--- src/rtl/scmc_pkg.sv ---
package scmc_pkg;

   localparam int NUM_CHANNELS = 16;
   localparam int NUM_FINGERS  = 10;
   localparam int READING_BITS = 10;

   localparam int CHANNEL_BITS = 4;
   localparam int FINGER_BITS  = 4;
   localparam int SUM_BITS     = 32;
   localparam int ADDR_BITS    = (NUM_CHANNELS > 1) ? $clog2(NUM_CHANNELS) : 1;
   localparam int SCAN_BITS    = $clog2(NUM_CHANNELS + 1);

   typedef enum logic [1:0] {
      FUNC_SAMPLE     = 2'd0,
      FUNC_WINDOW_END = 2'd1,
      FUNC_START      = 2'd2
   } func_type;

   typedef struct packed {
      func_type                  func;
      logic [CHANNEL_BITS-1:0]   channel;
      logic [READING_BITS-1:0]   reading;
   } req_type;

   typedef struct packed {
      logic [FINGER_BITS-1:0]    finger_index;
      logic [CHANNEL_BITS-1:0]   chosen_channel;
      logic [READING_BITS-1:0]   range_min;
      logic [READING_BITS-1:0]   range_max;
      logic                      moved_found;
      logic                      all_done;
   } rsp_type;

   // controller to datapath
   typedef struct packed {
      logic                      capture;
      logic                      update;
      logic                      clear;
      logic                      scan_init;
      logic                      scan_rd;
      logic [ADDR_BITS-1:0]      scan_addr;
      logic                      cmp_en;
      logic                      report;
      logic [FINGER_BITS-1:0]    finger;
      logic                      last;
   } cmd_type;

endpackage

--- src/rtl/scmc_ctrl.sv ---
module scmc_ctrl (
   input  logic                clock,
   input  logic                reset,
   input  logic                start,
   input  scmc_pkg::req_type   req_item,
   output logic                busy,
   output scmc_pkg::cmd_type   cmd
);

   typedef enum logic [3:0] {
      ST_IDLE   = 4'b0001,
      ST_UPDATE = 4'b0010,
      ST_SCAN   = 4'b0100,
      ST_REPORT = 4'b1000
   } state_type;

   state_type                            state_ff, state_in;
   logic                                 running_ff, running_in;
   logic [scmc_pkg::FINGER_BITS-1:0]     finger_ff, finger_in;
   logic [scmc_pkg::SCAN_BITS-1:0]       scan_ff, scan_in;
   logic                                 cmp_vld_ff, cmp_vld_in;
   logic                                 accept;
   logic                                 ch_ok;
   logic                                 last;

   assign busy   = (state_ff != ST_IDLE);
   assign accept = start && !busy;
   assign ch_ok  = (32'(req_item.channel) < 32'(scmc_pkg::NUM_CHANNELS));
   assign last   = (finger_ff == scmc_pkg::FINGER_BITS'(scmc_pkg::NUM_FINGERS - 1));

   always_comb begin
      state_in   = state_ff;
      running_in = running_ff;
      finger_in  = finger_ff;
      scan_in    = scan_ff;
      cmp_vld_in = 1'b0;

      cmd           = '0;
      cmd.finger    = finger_ff;
      cmd.last      = last;
      cmd.capture   = accept;
      cmd.scan_addr = scan_ff[scmc_pkg::ADDR_BITS-1:0];

      unique case (state_ff)
         ST_IDLE: begin
            if (accept) begin
               unique case (req_item.func)
                  scmc_pkg::FUNC_START: begin
                     cmd.clear  = 1'b1;
                     running_in = 1'b1;
                     finger_in  = '0;
                  end
                  scmc_pkg::FUNC_SAMPLE: begin
                     if (running_ff && ch_ok) begin
                        state_in = ST_UPDATE;
                     end
                  end
                  scmc_pkg::FUNC_WINDOW_END: begin
                     if (running_ff) begin
                        cmd.scan_init = 1'b1;
                        scan_in       = '0;
                        state_in      = ST_SCAN;
                     end
                  end
                  default: ;
               endcase
            end
         end
         ST_UPDATE: begin
            cmd.update = 1'b1;
            state_in   = ST_IDLE;
         end
         ST_SCAN: begin
            // compare runs one entry behind the table read
            cmd.cmp_en = cmp_vld_ff;
            if (scan_ff < scmc_pkg::SCAN_BITS'(scmc_pkg::NUM_CHANNELS)) begin
               cmd.scan_rd = 1'b1;
               scan_in     = scan_ff + 1'b1;
               cmp_vld_in  = 1'b1;
            end else begin
               state_in = ST_REPORT;
            end
         end
         ST_REPORT: begin
            cmd.report = 1'b1;
            cmd.clear  = 1'b1;
            if (last) begin
               running_in = 1'b0;
            end else begin
               finger_in = finger_ff + 1'b1;
            end
            state_in = ST_IDLE;
         end
         default: begin
            state_in = ST_IDLE;
         end
      endcase
   end

   always_ff @(posedge clock) begin
      if (reset) begin
         state_ff   <= ST_IDLE;
         running_ff <= 1'b0;
         finger_ff  <= '0;
         scan_ff    <= '0;
         cmp_vld_ff <= 1'b0;
      end else begin
         state_ff   <= state_in;
         running_ff <= running_in;
         finger_ff  <= finger_in;
         scan_ff    <= scan_in;
         cmp_vld_ff <= cmp_vld_in;
      end
   end

endmodule

--- src/rtl/scmc_datapath.sv ---
module scmc_datapath (
   input  logic                clock,
   input  logic                reset,
   input  scmc_pkg::req_type   req_item,
   input  scmc_pkg::cmd_type   cmd,
   output logic                rsp_strobe,
   output scmc_pkg::rsp_type   rsp_item
);

   typedef struct packed {
      logic [scmc_pkg::SUM_BITS-1:0]     sum;
      logic [scmc_pkg::READING_BITS-1:0] prev;
      logic [scmc_pkg::READING_BITS-1:0] low;
      logic [scmc_pkg::READING_BITS-1:0] high;
   } entry_type;

   localparam entry_type EntryReset = '{
      sum:  '0,
      prev: '0,
      low:  '1,
      high: '0
   };

   entry_type                              table_mem [scmc_pkg::NUM_CHANNELS];
   logic [scmc_pkg::NUM_CHANNELS-1:0]      valid_ff;

   logic [scmc_pkg::ADDR_BITS-1:0]         rd_addr;
   entry_type                              rd_ff;
   logic                                   rd_vld_ff;
   logic [scmc_pkg::ADDR_BITS-1:0]         rd_addr_ff;
   entry_type                              cur;

   logic [scmc_pkg::ADDR_BITS-1:0]         ch_ff;
   logic [scmc_pkg::READING_BITS-1:0]      reading_ff;

   logic [scmc_pkg::READING_BITS-1:0]      diff;
   logic [scmc_pkg::SUM_BITS:0]            sum_wide;
   entry_type                              upd;

   logic [scmc_pkg::SUM_BITS-1:0]          best_sum_ff;
   logic [scmc_pkg::ADDR_BITS-1:0]         best_ch_ff;
   logic [scmc_pkg::READING_BITS-1:0]      best_low_ff;
   logic [scmc_pkg::READING_BITS-1:0]      best_high_ff;
   logic                                   found_ff;

   scmc_pkg::rsp_type                      rsp_ff;
   logic                                   strobe_ff;

   assign rd_addr = cmd.scan_rd ? cmd.scan_addr
                                : scmc_pkg::ADDR_BITS'(req_item.channel);

   // an entry not written since the last clear reads as its reset value
   assign cur = rd_vld_ff ? rd_ff : EntryReset;

   always_comb begin
      diff = (reading_ff >= cur.prev) ? (reading_ff - cur.prev) : (cur.prev - reading_ff);
      sum_wide = {1'b0, cur.sum} + (scmc_pkg::SUM_BITS + 1)'(diff);
      upd.sum  = sum_wide[scmc_pkg::SUM_BITS] ? '1 : sum_wide[scmc_pkg::SUM_BITS-1:0];
      upd.prev = reading_ff;
      upd.low  = (reading_ff < cur.low)  ? reading_ff : cur.low;
      upd.high = (reading_ff > cur.high) ? reading_ff : cur.high;
   end

   always_ff @(posedge clock) begin
      rd_ff      <= table_mem[rd_addr];
      rd_addr_ff <= rd_addr;
      if (cmd.update) begin
         table_mem[ch_ff] <= upd;
      end
   end

   always_ff @(posedge clock) begin
      if (reset) begin
         valid_ff  <= '0;
         rd_vld_ff <= 1'b0;
      end else begin
         rd_vld_ff <= valid_ff[rd_addr];
         if (cmd.clear) begin
            valid_ff <= '0;
         end else if (cmd.update) begin
            valid_ff[ch_ff] <= 1'b1;
         end
      end
   end

   always_ff @(posedge clock) begin
      if (cmd.capture) begin
         ch_ff      <= scmc_pkg::ADDR_BITS'(req_item.channel);
         reading_ff <= req_item.reading;
      end
   end

   // strict compare keeps the lowest channel on ties
   always_ff @(posedge clock) begin
      if (cmd.scan_init) begin
         best_sum_ff  <= '0;
         best_ch_ff   <= '0;
         best_low_ff  <= '0;
         best_high_ff <= '0;
         found_ff     <= 1'b0;
      end else if (cmd.cmp_en && (cur.sum > best_sum_ff)) begin
         best_sum_ff  <= cur.sum;
         best_ch_ff   <= rd_addr_ff;
         best_low_ff  <= cur.low;
         best_high_ff <= cur.high;
         found_ff     <= 1'b1;
      end
   end

   always_ff @(posedge clock) begin
      if (cmd.report) begin
         rsp_ff.finger_index   <= cmd.finger;
         rsp_ff.chosen_channel <= scmc_pkg::CHANNEL_BITS'(best_ch_ff);
         rsp_ff.range_min      <= best_low_ff;
         rsp_ff.range_max      <= best_high_ff;
         rsp_ff.moved_found    <= found_ff;
         rsp_ff.all_done       <= cmd.last;
      end
   end

   always_ff @(posedge clock) begin
      if (reset) begin
         strobe_ff <= 1'b0;
      end else begin
         strobe_ff <= cmd.report;
      end
   end

   assign rsp_strobe = strobe_ff;
   assign rsp_item   = rsp_ff;

endmodule

--- src/rtl/sensor_channel_motion_calibrator_unit.sv ---
// Finger-to-channel motion calibrator. A request is taken when start is high
// and busy is low. A start request clears the channel table and begins finger 0.
// For a sample, the table RAM is read in the accept cycle and the updated
// entry is written in the next. A window end keeps busy high from accept
// until its scan through the single read port of the channel table and the
// report state are done; its result appears on rsp_item for one cycle with
// rsp_strobe high, registered from the report state. The receiver cannot
// stall, so results must be captured on the strobe. Samples and window ends
// outside a calibration run are dropped.
module sensor_channel_motion_calibrator_unit (
   input  logic                clock,
   input  logic                reset,
   input  logic                start,
   input  scmc_pkg::req_type   req_item,
   output logic                busy,
   output logic                rsp_strobe,
   output scmc_pkg::rsp_type   rsp_item
);

   scmc_pkg::cmd_type cmd;

   scmc_ctrl u_ctrl (
      .clock    (clock),
      .reset    (reset),
      .start    (start),
      .req_item (req_item),
      .busy     (busy),
      .cmd      (cmd)
   );

   scmc_datapath u_datapath (
      .clock      (clock),
      .reset      (reset),
      .req_item   (req_item),
      .cmd        (cmd),
      .rsp_strobe (rsp_strobe),
      .rsp_item   (rsp_item)
   );

endmodule
--- config.mk ---
export PLATFORM = sky130hd
export DESIGN_NAME = sensor_channel_motion_calibrator_unit
export DESIGN_NICKNAME = d
export VERILOG_FILES = /design/src/rtl/scmc_pkg.sv /design/src/rtl/scmc_ctrl.sv /design/src/rtl/scmc_datapath.sv /design/src/rtl/sensor_channel_motion_calibrator_unit.sv
export SDC_FILE = /design/constraint.sdc
export NUM_CORES = 2
export LEC_CHECK = 0
export BUFFER_PORTS_ARGS = -buffer_cell sky130_fd_sc_hd__buf_2
export CORE_MARGIN = 4
export CORE_UTILIZATION = 28
export CTS_CLUSTER_SIZE = 8
export DETAILED_ROUTE_END_ITERATION = 7
export HOLD_SLACK_MARGIN = 0.03
export PLACE_DENSITY = 0.5
export SYNTH_ARGS = -nofsm -noshare
export SYNTH_HDL_FRONTEND = slang
export SYNTH_HIERARCHICAL = 1
export SYNTH_SLANG_ARGS = --single-unit
--- constraint.sdc ---
create_clock -name clock -period 6.5 [get_ports clock]
set_input_delay 0.65 -clock clock [delete_from_list [all_inputs] [get_ports clock]]
set_output_delay 0.65 -clock clock [all_outputs]
set_load 0.005 [all_outputs]
==> reports/results.txt <==
Post-synthesis adder-cell area fraction: 2.24%
Post-synthesis compound-gate area fraction: 5.41%
Slowest-stage cell, CP: mux2i_1
Simple-Gate Fraction of Synth Area: 17.5%
First-pass GRT wire length: 206000 um
Max-slew headroom: 13.0%
Die Wd: 427 um
Crit path DAT: 6.44 ns
Status: complete, no violations
Core area: 0.174 sq mm
Vias: 31800
WL per Instance: 21.1 um
Crit path max-delay family: compound AO/OA/AOI/OAI gates
Worst Clk Skew: 0.0396 ns
Synth area leader: edfxtp_1
Slowest Stage Delay on Critical Path: 1.05 ns
Post-layout minimum cycle time: 6.06 ns
Worst path cell trace: inv_1, ha_1, a21o_1, a31o_2, o41ai_2, buf_4, mux2i_1, xnor2_1, ha_1, o21ai_0, o21a_1, or3_1, o22a_1, nor3_1, mux2i_1
Async set or reset register ratio after synthesis: 0%
Number of global-route vias before repair: 30900
Final Max Slew Viols: 0
Crit path required time: 6.87 ns
Layout cells sized above 1: 9.78%
CTS max path bufs: 3
Final period util: 93.3%
Clock root buffer: clkbuf_16
Area Growth Syn to Fin: 16.9%
Detail Placement HPWL: 71000 um
Max Cap Viol: 0
Worst-skew pair later-pin latency: 0.78 ns
# rows: 153
Post-synthesis mux area share: 1.96%
Clk slew on worst S/H paths: 0.05 ns
Post-synth EDFFs: 1036
Main combinational cell family by area after synthesis: simple AND/OR/NAND/NOR gates
Worst Tran Pin Value: 1.27 ns
Post-synth cell types: 70
Post-Synth XOR/XNOR Area: 0.285%
Vias per cell: 4.83
Sequential area share after synthesis: 69.7%
CP Class: register to register
Mapped Area: 0.0491 sq mm
Setup violators final: 0
Top cell type's share of synthesized area: 63.4%
Synth top area cells: edfxtp_1 63%, nand2_1 8.3%, dfxtp_1 6.4%
Max IR drop VDD: 193 uV
Avg Inst Size Synth: 12.1 sq um
Global route total overflow: 0
Initial Util: 28.2%
DR DRC count: 0
Setup_tns: 0 ns
Nets: 4218
Power Density: 317 mW/mm^2
Peak Freq: 165 MHz
Sink Count: 1192
Critical Path Source Type: register
Post-CTS Setup Bufs: 0
Die height: 427 um
Syn Nets: 4150
Synth Flop Type: edfxtp_1
Iteration-0 DRC Markers: 2503
Routed WL: 139000 um
WP buf/inv: 2
Synth warn: 6
Final Hold Violating Endpoints: 0
I/O Pins: 51
Total track usage: 15.0%
Area occupied by registers: 0.0342 sq mm
Flop and latch count out of synthesis: 1192
Htree depth: 4
Die area: 0.182 sq mm
Crit-path max FO: 20
Port bufs: 50
CTS tree: yes
Initial antenna violation count: 1
Largest net degree at the start of global routing: 132
Final Util: 32.9%
Hold Path Class: input pin to register
Fillers: 17400
Placer Congestion: 0.812
Antenna-violating nets left: 0
RSZ-0062 raised after global routing: no
Post-Syn Instances: 4045
Area of the multi-input gates: 0.0137 sq mm
Leak Pwr: 0.0205 uW
Drt pass-1 iters: 7
Critical path endpoint category: register
Num CTS Buffers: 167
==> cell usage in the layout, fill, tap and decap left out, drive strengths merged, types with 4 or more instances in the layout <==
cell type and instances:
a311oi 128, a31oi 67, nand2b 43, and3 69, mux2i 51, buf 149, clkbuf 298, nor3 17
o211ai 5, a21oi 51, nand2 1085, o21a 24, inv 102, nand3b 4, mux2 40, or3 8
a211oi 5, nor2b 38, edfxtp 1036, nand4 16, nor4b 4, dfxtp 156, ha 83, o21ai 33
and2 15, nor2 106, nand3 532, xnor2 10, xor2 6, a21o 16, nor4 6
==> final timing paths <==
kind,start,to,slack [ns],depth (start not counted)
min,req_item[5],u_datapath/reading_ff[5],0.10,1
min reg2reg,u_datapath/best_low_ff[3],u_datapath/rsp_item[15],0.42,0
max reg2reg,u_datapath/reading_ff[5],u_datapath/table_mem[11][57],0.44,15
max,u_datapath/reading_ff[5],u_datapath/table_mem[11][57],0.44,15
==> power by group <==
part | internal, uW | switching (uW) | leakage (uW)
registers | 8590 | 59.2 | 0.0108
logic | 401 | 945 | 0.00737
clock network | 4910 | 3260 | 0.00234
==> per-stage QoR <==
| step | std cells | hold WS [ns] | setup WS [ns] | power (uW) | instance area, sq um |
|---|---|---|---|---|---|
| 2_1_floorplan | 4045 | 0.401 | 0.342 | 9630 | 49100 |
| 3_3_place_gp | 6266 | 0.409 | 0.579 | 10100 | 52400 |
| 3_5_place_dp | 6266 | 0.408 | 0.488 | 10100 | 52400 |
| 4_1_cts | 6580 | 0.0396 | 0.444 | 18400 | 57400 |
| 5_1_grt | 6581 | 0.0530 | 0.0145 | 18900 | 57400 |
| 6_report | 6581 | 0.102 | 0.435 | 18200 | 57400 |
==> cell usage after synthesis, drive strengths merged, types with 3 or more instances <==
cell and count:
nand2b 43, mux2 40, a21boi 3, xnor2 10
nand4 16, nor4 6, nand3b 4, nor3 17
fa 3, a21oi 51, nand2 1085, a21o 16
o21ai 33, a31o 3, dfxtp 156, o21a 24
xor2 6, o211ai 5, o31ai 3, or3 8
a2111oi 3, buf 93, ha 83, a211oi 5
inv 91, mux2i 51, clkbuf 160, nor2b 38
and3 69, nor4b 4, a311oi 128, nor2 106
edfxtp 1036, nand3 532, a31oi 67, and2 15
==> flip-flops by register name (all words and copies together) (netlist names) <==
signal                   flops
u_datapath/best_low_ff      10
u_datapath/ch_ff             4
u_datapath/found_ff          1
u_ctrl/scan_ff               5
u_ctrl/cmp_vld_ff            1
u_datapath/rd_ff            62
u_ctrl/state_ff              4
u_datapath/best_sum_ff      32
u_datapath/rd_addr_ff        4
u_datapath/rsp_strobe        1
u_datapath/best_ch_ff        4
u_datapath/reading_ff       10
u_ctrl/running_ff            1
u_datapath/table_mem       992
u_datapath/best_high_ff     10
u_ctrl/finger_ff             4
u_datapath/rd_vld_ff         1
u_datapath/valid_ff         16
u_datapath/rsp_item         30
==> worst reg2reg max path: cells and delay by family (launching register included) <==
| family | cells | cell delay, ns |
|---|---|---|
| AO/OA/AOI/OAI | 6 | 1.44 |
| multiplexers | 2 | 1.30 |
| flip-flops | 1 | 0.85 |
| adder cells (fa/ha/maj) | 2 | 0.80 |
| AND/OR/NAND/NOR | 2 | 0.66 |
| buffers and inverters | 2 | 0.48 |
| XOR/XNOR | 1 | 0.13 |
==> layout make-up <==
| cell class | instances | area share (%) |
|---|---|---|
| Antenna cell | 1 | 0.00436 |
| Clock buffer | 298 | 8.25 |
| Clock inverter | 13 | 0.345 |
| Inverter | 92 | 0.632 |
| Multi-Input combinational cell | 2508 | 23.8 |
| Sequential cell | 1192 | 59.7 |
| Tap cell | 2325 | 5.07 |
| Timing Repair Buffer | 152 | 2.22 |
==> logic make-up after synthesis <==
logic type      after synthesis
simple gates               1952
flops                      1192
compound gates              363
buf+inv                     345
mux                          91
fa+ha+maj                    86
xor+xnor                     16
==> what timing repair did <==
action	CTS	global route
hold buffers	3	0
hold endpoints to repair	3	0
resized for setup	0	2
setup endpoints to repair	0	32
==> metal layers <==
metal	GRT usage, %	routed length [um]	share of wire (%)	vias to the layer above
met2	24.7	66200	48	815
li1	-	-	-	14800
met4	4.16	2650	1.9	0
met1	20.7	63200	46	16000
met3	2.21	6740	4.9	165
met5	0	0	0	-
No activity file was read; power rests on OpenSTA's default activity.
